**src/rtl/core/positional_array_list_defines.svh**
```systemverilog
// Assertion macros used by the positional array list back end.
`ifndef POSITIONAL_ARRAY_LIST_DEFINES_SVH
`define POSITIONAL_ARRAY_LIST_DEFINES_SVH

// Same-cycle implication, checked on clk_i outside reset.
`define PAL_ASSERT_NOW(lbl, ante, cons, msg) \
  lbl: assert property (@(posedge clk_i) disable iff (!rst_ni) (ante) |-> (cons)) \
    else $error(msg);

// Next-cycle implication, checked on clk_i outside reset.
`define PAL_ASSERT_NEXT(lbl, ante, cons, msg) \
  lbl: assert property (@(posedge clk_i) disable iff (!rst_ni) (ante) |=> (cons)) \
    else $error(msg);

`endif

```
**src/rtl/core/pal_pkg.sv**
```systemverilog
// Types and codes shared by the positional array list modules.
`timescale 1ns / 1ps
package pal_pkg;

  localparam int unsigned VAL_W = 32;
  localparam int unsigned POS_W = 7;

  typedef enum logic [1:0] {
    REQ_INSERT   = 2'd0,
    REQ_DELETE   = 2'd1,
    REQ_SEARCH   = 2'd2,
    REQ_TRAVERSE = 2'd3
  } req_e;

  typedef enum logic [2:0] {
    ST_OK       = 3'd0,
    ST_BADPOS   = 3'd1,
    ST_FULL     = 3'd2,
    ST_NOTFOUND = 3'd3,
    ST_EMPTY    = 3'd4
  } status_e;

  // Classified command handed from front to back.
  typedef enum logic [2:0] {
    CMD_ERR,
    CMD_INS,
    CMD_DEL,
    CMD_SRCH,
    CMD_TRAV
  } cmd_e;

  typedef struct packed {
    cmd_e              op;
    status_e           status;  // only meaningful for CMD_ERR
    logic [VAL_W-1:0]  value;
    logic [POS_W-1:0]  pos;
    logic [POS_W-1:0]  cnt;     // list length before this command
  } cmd_t;

  typedef enum logic [1:0] {
    BK_IDLE,
    BK_RUN,
    BK_FIN
  } bk_state_e;

endpackage

```
**src/rtl/core/pal_front.sv**
```systemverilog
// Front end: accepts request beats, checks them against the running count.
`timescale 1ns / 1ps
module pal_front #(
  parameter int unsigned CAPACITY = 64
) (
  input  logic                         clk_i,
  input  logic                         rst_ni,
  input  logic                         start,
  input  logic [1:0]                   req_type_i,
  input  logic [pal_pkg::VAL_W-1:0]    item_value_i,
  input  logic [pal_pkg::POS_W-1:0]    list_position_i,
  input  logic                         q_full_i,
  output logic                         busy,
  output logic                         push_o,
  output pal_pkg::cmd_t                cmd_o
);

  // Count as it will stand once every queued command has run.
  logic [pal_pkg::POS_W-1:0] count_q, count_d;
  logic                      accept;

  assign busy   = q_full_i;
  assign accept = start && !q_full_i;
  assign push_o = accept;

  always_comb begin
    cmd_o.op     = pal_pkg::CMD_ERR;
    cmd_o.status = pal_pkg::ST_OK;
    cmd_o.value  = item_value_i;
    cmd_o.pos    = list_position_i;
    cmd_o.cnt    = count_q;
    count_d      = count_q;
    unique case (pal_pkg::req_e'(req_type_i))
      pal_pkg::REQ_INSERT: begin
        if (list_position_i == '0 || list_position_i > count_q + 7'd1) begin
          cmd_o.status = pal_pkg::ST_BADPOS;
        end else if (count_q == 7'(CAPACITY)) begin
          cmd_o.status = pal_pkg::ST_FULL;
        end else begin
          cmd_o.op = pal_pkg::CMD_INS;
          count_d  = count_q + 7'd1;
        end
      end
      pal_pkg::REQ_DELETE: begin
        if (count_q == '0) begin
          cmd_o.status = pal_pkg::ST_EMPTY;
        end else if (list_position_i == '0 || list_position_i > count_q) begin
          cmd_o.status = pal_pkg::ST_BADPOS;
        end else begin
          cmd_o.op = pal_pkg::CMD_DEL;
          count_d  = count_q - 7'd1;
        end
      end
      pal_pkg::REQ_SEARCH: begin
        if (count_q == '0) begin
          cmd_o.status = pal_pkg::ST_NOTFOUND;
        end else begin
          cmd_o.op = pal_pkg::CMD_SRCH;
        end
      end
      pal_pkg::REQ_TRAVERSE: begin
        if (count_q == '0) begin
          cmd_o.status = pal_pkg::ST_EMPTY;
        end else begin
          cmd_o.op = pal_pkg::CMD_TRAV;
        end
      end
      default: cmd_o.status = pal_pkg::ST_BADPOS;
    endcase
  end

  always_ff @(posedge clk_i or negedge rst_ni) begin
    if (!rst_ni) begin
      count_q <= '0;
    end else if (accept) begin
      count_q <= count_d;
    end
  end

endmodule

```
**src/rtl/core/pal_cmdq.sv**
```systemverilog
// Two-entry command queue between front and back.
`timescale 1ns / 1ps
module pal_cmdq (
  input  logic          clk_i,
  input  logic          rst_ni,
  input  logic          push_i,
  input  pal_pkg::cmd_t push_data_i,
  input  logic          pop_i,
  output logic          full_o,
  output logic          empty_o,
  output pal_pkg::cmd_t head_o
);

  pal_pkg::cmd_t slot_q [2];
  logic          wr_ptr_q, rd_ptr_q;
  logic [1:0]    fill_q;

  assign full_o  = (fill_q == 2'd2);
  assign empty_o = (fill_q == 2'd0);
  assign head_o  = slot_q[rd_ptr_q];

  always_ff @(posedge clk_i) begin
    if (push_i) begin
      slot_q[wr_ptr_q] <= push_data_i;
    end
  end

  always_ff @(posedge clk_i or negedge rst_ni) begin
    if (!rst_ni) begin
      wr_ptr_q <= 1'b0;
      rd_ptr_q <= 1'b0;
      fill_q   <= 2'd0;
    end else begin
      if (push_i) begin
        wr_ptr_q <= !wr_ptr_q;
      end
      if (pop_i) begin
        rd_ptr_q <= !rd_ptr_q;
      end
      if (push_i && !pop_i) begin
        fill_q <= fill_q + 2'd1;
      end else if (pop_i && !push_i) begin
        fill_q <= fill_q - 2'd1;
      end
    end
  end

endmodule

```
**src/rtl/core/pal_back.sv**
```systemverilog
// Back end: list memory and the shift/scan sequencer that runs commands.
`timescale 1ns / 1ps
`include "positional_array_list_defines.svh"
module pal_back #(
  parameter int unsigned CAPACITY = 64
) (
  input  logic                              clk_i,
  input  logic                              rst_ni,
  input  logic                              q_empty_i,
  input  pal_pkg::cmd_t                     q_head_i,
  output logic                              pop_o,
  output logic                              strobe_o,
  output logic [2:0]                        status_o,
  output logic signed [pal_pkg::VAL_W-1:0]  out_value_o,
  output logic [pal_pkg::POS_W-1:0]         out_position_o,
  output logic                              last_o
);

  localparam int unsigned IW = $clog2(CAPACITY);

  pal_pkg::bk_state_e state_q, state_d;
  pal_pkg::cmd_t      cur_q, cur_d;

  logic [pal_pkg::VAL_W-1:0] mem [CAPACITY];
  logic [pal_pkg::VAL_W-1:0] rdata_q;
  logic [pal_pkg::VAL_W-1:0] rem_q, rem_d;
  logic                      mem_we;
  logic [IW-1:0]             mem_wa, mem_ra;
  logic [pal_pkg::VAL_W-1:0] mem_wd;

  // Read pipeline: rd_idx is the address being read now, pidx the index
  // whose data sits in rdata_q when pv is set.
  logic [IW-1:0] rd_idx_q, rd_idx_d;
  logic [IW-1:0] pidx_q, pidx_d;
  logic          rd_more_q, rd_more_d;
  logic          pv_q, pv_d;
  logic          first_q, first_d;

  logic [IW-1:0] pos_idx, cnt_idx, end_idx, head_start;
  logic          append, hit, last_pidx;

  logic                      res_vld;
  pal_pkg::status_e          res_status;
  logic [pal_pkg::VAL_W-1:0] res_value;
  logic [pal_pkg::POS_W-1:0] res_pos;
  logic                      res_last;

  assign pos_idx   = IW'(cur_q.pos - 7'd1);
  assign cnt_idx   = IW'(cur_q.cnt - 7'd1);
  assign end_idx   = (cur_q.op == pal_pkg::CMD_INS) ? pos_idx : cnt_idx;
  assign hit       = (rdata_q == cur_q.value);
  assign last_pidx = (pidx_q == cnt_idx);
  assign append    = (q_head_i.op == pal_pkg::CMD_INS) &&
                     (q_head_i.pos == q_head_i.cnt + 7'd1);

  always_comb begin
    unique case (q_head_i.op)
      pal_pkg::CMD_INS: head_start = IW'(q_head_i.cnt - 7'd1);
      pal_pkg::CMD_DEL: head_start = IW'(q_head_i.pos - 7'd1);
      default:          head_start = '0;
    endcase
  end

  // Next state
  always_comb begin
    state_d = state_q;
    unique case (state_q)
      pal_pkg::BK_IDLE: begin
        if (!q_empty_i && q_head_i.op != pal_pkg::CMD_ERR) begin
          state_d = append ? pal_pkg::BK_FIN : pal_pkg::BK_RUN;
        end
      end
      pal_pkg::BK_RUN: begin
        unique case (cur_q.op)
          pal_pkg::CMD_SRCH: if (pv_q && (hit || last_pidx)) state_d = pal_pkg::BK_IDLE;
          pal_pkg::CMD_TRAV: if (pv_q && last_pidx) state_d = pal_pkg::BK_IDLE;
          default:           if (pv_q && !rd_more_q) state_d = pal_pkg::BK_FIN;
        endcase
      end
      pal_pkg::BK_FIN: state_d = pal_pkg::BK_IDLE;
      default:         state_d = pal_pkg::BK_IDLE;
    endcase
  end

  // Datapath and results
  always_comb begin
    cur_d      = cur_q;
    rem_d      = rem_q;
    rd_idx_d   = rd_idx_q;
    pidx_d     = pidx_q;
    rd_more_d  = rd_more_q;
    pv_d       = pv_q;
    first_d    = first_q;
    pop_o      = 1'b0;
    mem_we     = 1'b0;
    mem_wa     = '0;
    mem_wd     = rdata_q;
    mem_ra     = rd_idx_q;
    res_vld    = 1'b0;
    res_status = pal_pkg::ST_OK;
    res_value  = '0;
    res_pos    = '0;
    res_last   = 1'b1;
    unique case (state_q)
      pal_pkg::BK_IDLE: begin
        if (!q_empty_i) begin
          pop_o = 1'b1;
          if (q_head_i.op == pal_pkg::CMD_ERR) begin
            res_vld    = 1'b1;
            res_status = q_head_i.status;
          end else begin
            cur_d     = q_head_i;
            rd_idx_d  = head_start;
            rd_more_d = 1'b1;
            pv_d      = 1'b0;
            first_d   = 1'b1;
          end
        end
      end
      pal_pkg::BK_RUN: begin
        if (rd_more_q) begin
          pv_d      = 1'b1;
          pidx_d    = rd_idx_q;
          first_d   = !pv_q;
          rd_more_d = (rd_idx_q != end_idx);
          rd_idx_d  = (cur_q.op == pal_pkg::CMD_INS) ? rd_idx_q - IW'(1)
                                                      : rd_idx_q + IW'(1);
        end else begin
          pv_d = 1'b0;
        end
        if (pv_q) begin
          unique case (cur_q.op)
            pal_pkg::CMD_INS: begin
              mem_we = 1'b1;
              mem_wa = pidx_q + IW'(1);
            end
            pal_pkg::CMD_DEL: begin
              if (first_q) begin
                rem_d = rdata_q;
              end else begin
                mem_we = 1'b1;
                mem_wa = pidx_q - IW'(1);
              end
            end
            pal_pkg::CMD_SRCH: begin
              if (hit) begin
                res_vld = 1'b1;
                res_pos = 7'(pidx_q) + 7'd1;
              end else if (last_pidx) begin
                res_vld    = 1'b1;
                res_status = pal_pkg::ST_NOTFOUND;
              end
            end
            pal_pkg::CMD_TRAV: begin
              res_vld   = 1'b1;
              res_value = rdata_q;
              res_pos   = 7'(pidx_q) + 7'd1;
              res_last  = last_pidx;
            end
            default: ;
          endcase
        end
      end
      pal_pkg::BK_FIN: begin
        res_vld = 1'b1;
        res_pos = cur_q.pos;
        if (cur_q.op == pal_pkg::CMD_INS) begin
          mem_we = 1'b1;
          mem_wa = pos_idx;
          mem_wd = cur_q.value;
        end else begin
          res_value = rem_q;
        end
      end
      default: ;
    endcase
  end

  always_ff @(posedge clk_i) begin
    if (mem_we) begin
      mem[mem_wa] <= mem_wd;
    end
    rdata_q <= mem[mem_ra];
  end

  always_ff @(posedge clk_i) begin
    cur_q          <= cur_d;
    rem_q          <= rem_d;
    rd_idx_q       <= rd_idx_d;
    pidx_q         <= pidx_d;
    first_q        <= first_d;
    status_o       <= res_status;
    out_value_o    <= res_value;
    out_position_o <= res_pos;
    last_o         <= res_last;
  end

  always_ff @(posedge clk_i or negedge rst_ni) begin
    if (!rst_ni) begin
      state_q   <= pal_pkg::BK_IDLE;
      rd_more_q <= 1'b0;
      pv_q      <= 1'b0;
      strobe_o  <= 1'b0;
    end else begin
      state_q   <= state_d;
      rd_more_q <= rd_more_d;
      pv_q      <= pv_d;
      strobe_o  <= res_vld;
    end
  end

  `PAL_ASSERT_NOW(a_no_write_idle, mem_we, state_q != pal_pkg::BK_IDLE, "memory written while idle")
  `PAL_ASSERT_NOW(a_run_result_scan, res_vld && state_q == pal_pkg::BK_RUN, cur_q.op == pal_pkg::CMD_SRCH || cur_q.op == pal_pkg::CMD_TRAV, "shift command emitted mid-run")
  `PAL_ASSERT_NEXT(a_fin_one_cycle, state_q == pal_pkg::BK_FIN, state_q == pal_pkg::BK_IDLE && strobe_o, "finish did not close the command")

endmodule

```
**src/rtl/core/positional_array_list.sv**
```systemverilog
// Top level of the positional array list: front, command queue, back.
`timescale 1ns / 1ps
// Ordered list of up to CAPACITY signed 32-bit values.
//
// Request channel: a beat is taken on a rising edge with start high and busy
// low. req_type_i selects insert, delete, search or traverse; item_value_i
// and the 1-based list_position_i go with it. busy rises only when the
// two-entry command queue between front and back is full.
// Result channel: each result beat is held one cycle, flagged by strobe_o;
// the receiver cannot stall it. last_o marks the final beat of a request.
// Work per request, from leaving the queue to its final beat (n entries held):
//   error result                  one result beat
//   insert at position p          shift entries p..n up one place, then write
//                                 the value (append: write only)
//   delete at position p          save entry p, shift entries above it down
//   search                        scan from position 1 to a hit or to entry n
//   traverse                      one beat per entry, one beat per cycle
// The list memory has one read port and one write port; each shift step
// moves one entry through the registered read port.
// Up to two requests wait in the queue while one runs.
// Reset empties the list (count zero) and the queue; memory contents are
// not cleared and need no clearing pass, since only written entries are read.
module positional_array_list #(
  parameter int unsigned CAPACITY = 64
) (
  input  logic                              clk_i,
  input  logic                              rst_ni,
  input  logic                              start,
  output logic                              busy,
  input  logic [1:0]                        req_type_i,
  input  logic signed [pal_pkg::VAL_W-1:0]  item_value_i,
  input  logic [pal_pkg::POS_W-1:0]         list_position_i,
  output logic                              strobe_o,
  output logic [2:0]                        status_o,
  output logic signed [pal_pkg::VAL_W-1:0]  out_value_o,
  output logic [pal_pkg::POS_W-1:0]         out_position_o,
  output logic                              last_o
);

  logic          push, pop, q_full, q_empty;
  pal_pkg::cmd_t push_cmd, head_cmd;

  // Front classifies against the count as it will be after queued work.
  pal_front #(
    .CAPACITY (CAPACITY)
  ) u_front (
    .clk_i           (clk_i),
    .rst_ni          (rst_ni),
    .start           (start),
    .req_type_i      (req_type_i),
    .item_value_i    (item_value_i),
    .list_position_i (list_position_i),
    .q_full_i        (q_full),
    .busy            (busy),
    .push_o          (push),
    .cmd_o           (push_cmd)
  );

  pal_cmdq u_cmdq (
    .clk_i       (clk_i),
    .rst_ni      (rst_ni),
    .push_i      (push),
    .push_data_i (push_cmd),
    .pop_i       (pop),
    .full_o      (q_full),
    .empty_o     (q_empty),
    .head_o      (head_cmd)
  );

  // Back owns the list memory and emits every result beat.
  pal_back #(
    .CAPACITY (CAPACITY)
  ) u_back (
    .clk_i          (clk_i),
    .rst_ni         (rst_ni),
    .q_empty_i      (q_empty),
    .q_head_i       (head_cmd),
    .pop_o          (pop),
    .strobe_o       (strobe_o),
    .status_o       (status_o),
    .out_value_o    (out_value_o),
    .out_position_o (out_position_o),
    .last_o         (last_o)
  );

endmodule
```
**config.mk**
```make
export PLATFORM = sky130hd
export DESIGN_NAME = positional_array_list
export DESIGN_NICKNAME = d
export VERILOG_FILES = /design/src/rtl/core/pal_pkg.sv /design/src/rtl/core/pal_front.sv /design/src/rtl/core/pal_cmdq.sv /design/src/rtl/core/pal_back.sv /design/src/rtl/core/positional_array_list.sv
export VERILOG_INCLUDE_DIRS = /design/src /design/src/rtl/core
export SDC_FILE = /design/constraint.sdc
export NUM_CORES = 2
export LEC_CHECK = 0
export BUFFER_PORTS_ARGS = -buffer_cell sky130_fd_sc_hd__buf_4
export CAP_MARGIN = 15
export CORE_MARGIN = 2
export CORE_UTILIZATION = 45
export DETAILED_ROUTE_END_ITERATION = 10
export SLEW_MARGIN = 40
export SYNTH_ARGS = -nofsm -noshare
export SYNTH_HDL_FRONTEND = slang
export SYNTH_SLANG_ARGS = --single-unit
```
**constraint.sdc**
```tcl
create_clock -name clk_i -period 11.7 [get_ports clk_i]
set_clock_uncertainty 0.1 [all_clocks]
set_input_delay 0.585 -clock clk_i [delete_from_list [all_inputs] [get_ports clk_i]]
set_output_delay 0.585 -clock clk_i [all_outputs]
set_load 0.01 [all_outputs]
```
==> qor.txt <==
status: finished, final reports clean
Syn Area/Cell: 23.2 um2
CP arrival: 4980 ps
Slew Viols, Final: 0
EDFF count, synth: 2,245
Final Cycle Share: 39.1%
Peak Freq: 0.218 GHz
DRT Pass-1 Iters: 6
Leak: 32.1 nW
Max-slew headroom: 39.1%
Root Driver: clkbuf_16
WHS Path Cells: 3
I/O pin count: 89
Syn Std Cell Area: 90,100 um2
number of global-route vias before repair: 42,200
PortBufs: 88
Hold/Removal Path Class: primary input to flip-flop
Reg2Reg Setup Slack: 7120 ps
hold_ws: 104 ps
MaxCap Viol Count: 0
Initial Util: 45.2%
Via Count: 41,900
die height: 451 um
most common cell after layout, fill and taps aside: edfxtp_1
TritonCTS clock tree: done
# DRC: 0
Final Setup Violations: 0
core outline area: 199,000 um2
die width: 451 um
post-route minimum period: 4580 ps
worst-path maximum fanout: 21
grt ovf: 0
routed vias/inst: 5.97
Yosys reg bits: 2,336
Final Hold Vio Count: 0
ANT nets after route: 0
H-tree levels: 4
most frequent cells in the layout: edfxtp_1 (2,245), mux4_2 (672), clkbuf_16 (229), buf_4 (169), xnor2_1 (80)
Yosys warning count: 0
Syn Inst Count: 3,880
placed cells: 6,538
drt total wl: 221,000 um
Worst Reg-to-Reg Cells: 10
fin nets: 4,230
Num CTS Buffers: 226
area grow syn2layout: 14.3%
Final Power: 26.3 mW
post-CTS sizing: 0
routability-driven placement congestion ratio: 0.820
Hold Crit Endpoint: u_cmdq.slot_q[0][47]
clock sink total: 2,336
Max rail drop VDD: 177 uV
sequential area share after synthesis: 77.0%
Worst-Margin Slew: 914 ps
die footprint: 204,000 um2
initial antenna violation count: 19
RSZ-0062 raised after global routing: no
DR iter-0 viols: 5,147
hold wc startpoint: req_type_i[1]
CP startpoint kind: flip-flop
CP endpoint kind: flip-flop
Worst EP required: 12,100 ps
share of cells above drive strength 1: 31.7%
WL/cell: 31.5 um
post-layout util: 51.7%
Yosys cell types: 68
reg-to-reg endpoint: u_back.mem[53][3]
first-pass GRT wire length: 316,000 um
Clk Latency, worst-skew pair: 870 ps
dpl hpwl: 118,000 um
# fillers: 15,300
syn_nets: 3,956
Clock Path Buffers: 3
Total Routing Usage GR: 21.7%
WS Path Type: flip-flop to flip-flop
Main synth FF type: edfxtp_1
pin count of the biggest net entering global routing: 126
Post-Layout Cell Count: 7,010
TNS Setup: 0 ps
worst flop-to-flop path startpoint: u_back.state_q[1]
Reg clk slew, reported paths: 60 ps
# rows: 164
Post-synth ARST share: 0.685%
Pwr Density: 255 nW/um2
synth_stat cells (3+ instances only):
| library cell | n | area share [%] |
|---|---|---|
| a211oi_1 | 3 | 0.025 |
| a21o_1 | 7 | 0.058 |
| a21oi_1 | 16 | 0.089 |
| a22o_1 | 3 | 0.029 |
| a22oi_1 | 32 | 0.27 |
| a31oi_1 | 3 | 0.021 |
| a32o_1 | 4 | 0.044 |
| and2_1 | 12 | 0.083 |
| and3_1 | 3 | 0.021 |
| and4_1 | 4 | 0.039 |
| buf_1 | 24 | 0.10 |
| buf_2 | 44 | 0.24 |
| buf_4 | 14 | 0.12 |
| buf_6 | 4 | 0.050 |
| clkbuf_1 | 104 | 0.43 |
| clkinv_1 | 3 | 0.013 |
| dfrtp_1 | 16 | 0.44 |
| dfxtp_1 | 75 | 1.7 |
| edfxtp_1 | 2245 | 75 |
| ha_1 | 31 | 0.43 |
| inv_1 | 36 | 0.15 |
| inv_2 | 4 | 0.017 |
| mux2_2 | 78 | 0.98 |
| mux2i_1 | 19 | 0.21 |
| mux4_2 | 672 | 17 |
| nand2_1 | 44 | 0.18 |
| nand2b_1 | 6 | 0.042 |
| nand3_1 | 24 | 0.13 |
| nand4_1 | 16 | 0.11 |
| nand4b_1 | 4 | 0.039 |
| nor2_1 | 119 | 0.50 |
| nor2b_1 | 3 | 0.021 |
| nor3_1 | 15 | 0.083 |
| nor3b_1 | 4 | 0.033 |
| nor4_1 | 6 | 0.042 |
| o21a_1 | 5 | 0.042 |
| o21ai_0 | 17 | 0.094 |
| o21ai_1 | 7 | 0.039 |
| o22a_1 | 3 | 0.029 |
| o22ai_1 | 15 | 0.10 |
| o31ai_1 | 3 | 0.025 |
| or3_1 | 4 | 0.028 |
| xnor2_1 | 80 | 0.78 |
| xor2_1 | 19 | 0.18 |
kinds of logic after synthesis:
logic type | after synthesis | synth area share [%]
and+or+nand+nor | 274 | 1.44
AOI/OAI and AO/OA | 135 | 1.04
adders and majority gates | 32 | 0.453
DFF | 2336 | 77.0
xor gates and xnor gates | 100 | 0.988
muxes | 770 | 18.0
buffers and inverters | 233 | 1.12
per-stage QoR:
stage	instance area, um2	setup WS (ps)
final	103000	7120
after global routing	103000	6810
after CTS	103000	7100
after detailed placement	94800	7110
after global placement	94500	6980
after floorplan	90100	7700
layout make-up:
type | count | area (um2) | area share [%]
diodes | 1 | 2.50 | 0.00243
clock buffers | 287 | 6120 | 5.94
clock inverters | 140 | 1540 | 1.49
inverters | 43 | 161 | 0.157
multi-input cells | 1311 | 20400 | 19.8
flip-flops and latches | 2336 | 69300 | 67.3
well taps | 2656 | 3320 | 3.23
repair buffers | 236 | 2150 | 2.09
critical path: stages (launching register included):
cell	delay, ps
dfrtp_1	420
inv_1	90
ha_1	370
nand2_1	270
or3_1	470
o22ai_1	450
inv_2	110
nor4_1	410
nand2_1	400
nor2_4	590
buf_4	500
sequential cells by signal (all words and copies together) (netlist names), 2 cells and up:
signal                 flops
u_back.state_q             2
u_back.mem_ra              6
u_cmdq.slot_q            104
u_back.cur_q              48
u_front.count_q            7
u_back.rem_q              32
u_back.rdata_q            32
u_back.mem              2048
u_back.out_position_o      7
u_back.status_o            3
u_back.out_value_o        32
u_back.pidx_q              6
u_cmdq.fill_q              2
metal layers:
layer / routed length, um / global-route usage [%]
met2: 108000 / 35.0
met1: 94300 / 31.8
met4: 3980 / 4.89
met5: 0 / 0
met3: 14300 / 3.04
worst max path at each step:
| stage | startpoint | end | slack (ps) | cells past startpoint |
|---|---|---|---|---|
| after floorplan | u_back.state_q[1] | u_back.mem[5][0] | 7700 | 10 |
| after detailed placement | u_back.state_q[1] | u_back.mem[53][3] | 7110 | 10 |
| after global routing | u_back.state_q[1] | u_back.mem[53][5] | 6810 | 10 |
| final | u_back.state_q[1] | u_back.mem[53][3] | 7120 | 10 |
| after global placement | u_back.mem_ra[1] | u_back.rdata_q[7] | 6980 | 6 |
| after CTS | u_back.state_q[1] | u_back.mem[53][2] | 7100 | 10 |
report_power, final:
part / internal, mW / leakage, nW / total (mW) / switching, mW
sequential: 10.8 / 21.0 / 11.3 / 0.421
combinational: 3.17 / 7.37 / 7.59 / 4.41
clock: 4.29 / 3.75 / 7.45 / 3.16
total: 18.3 / 32.1 / 26.3 / 8.00
timing repair:
action | CTS | global route
setup endpoints to repair | 0 | 0
hold buffers | 42 | 0
endpoints found under the hold margin | 98 | 0
buffers inserted | 0 | 0
(Power assumes the default switching activity.)
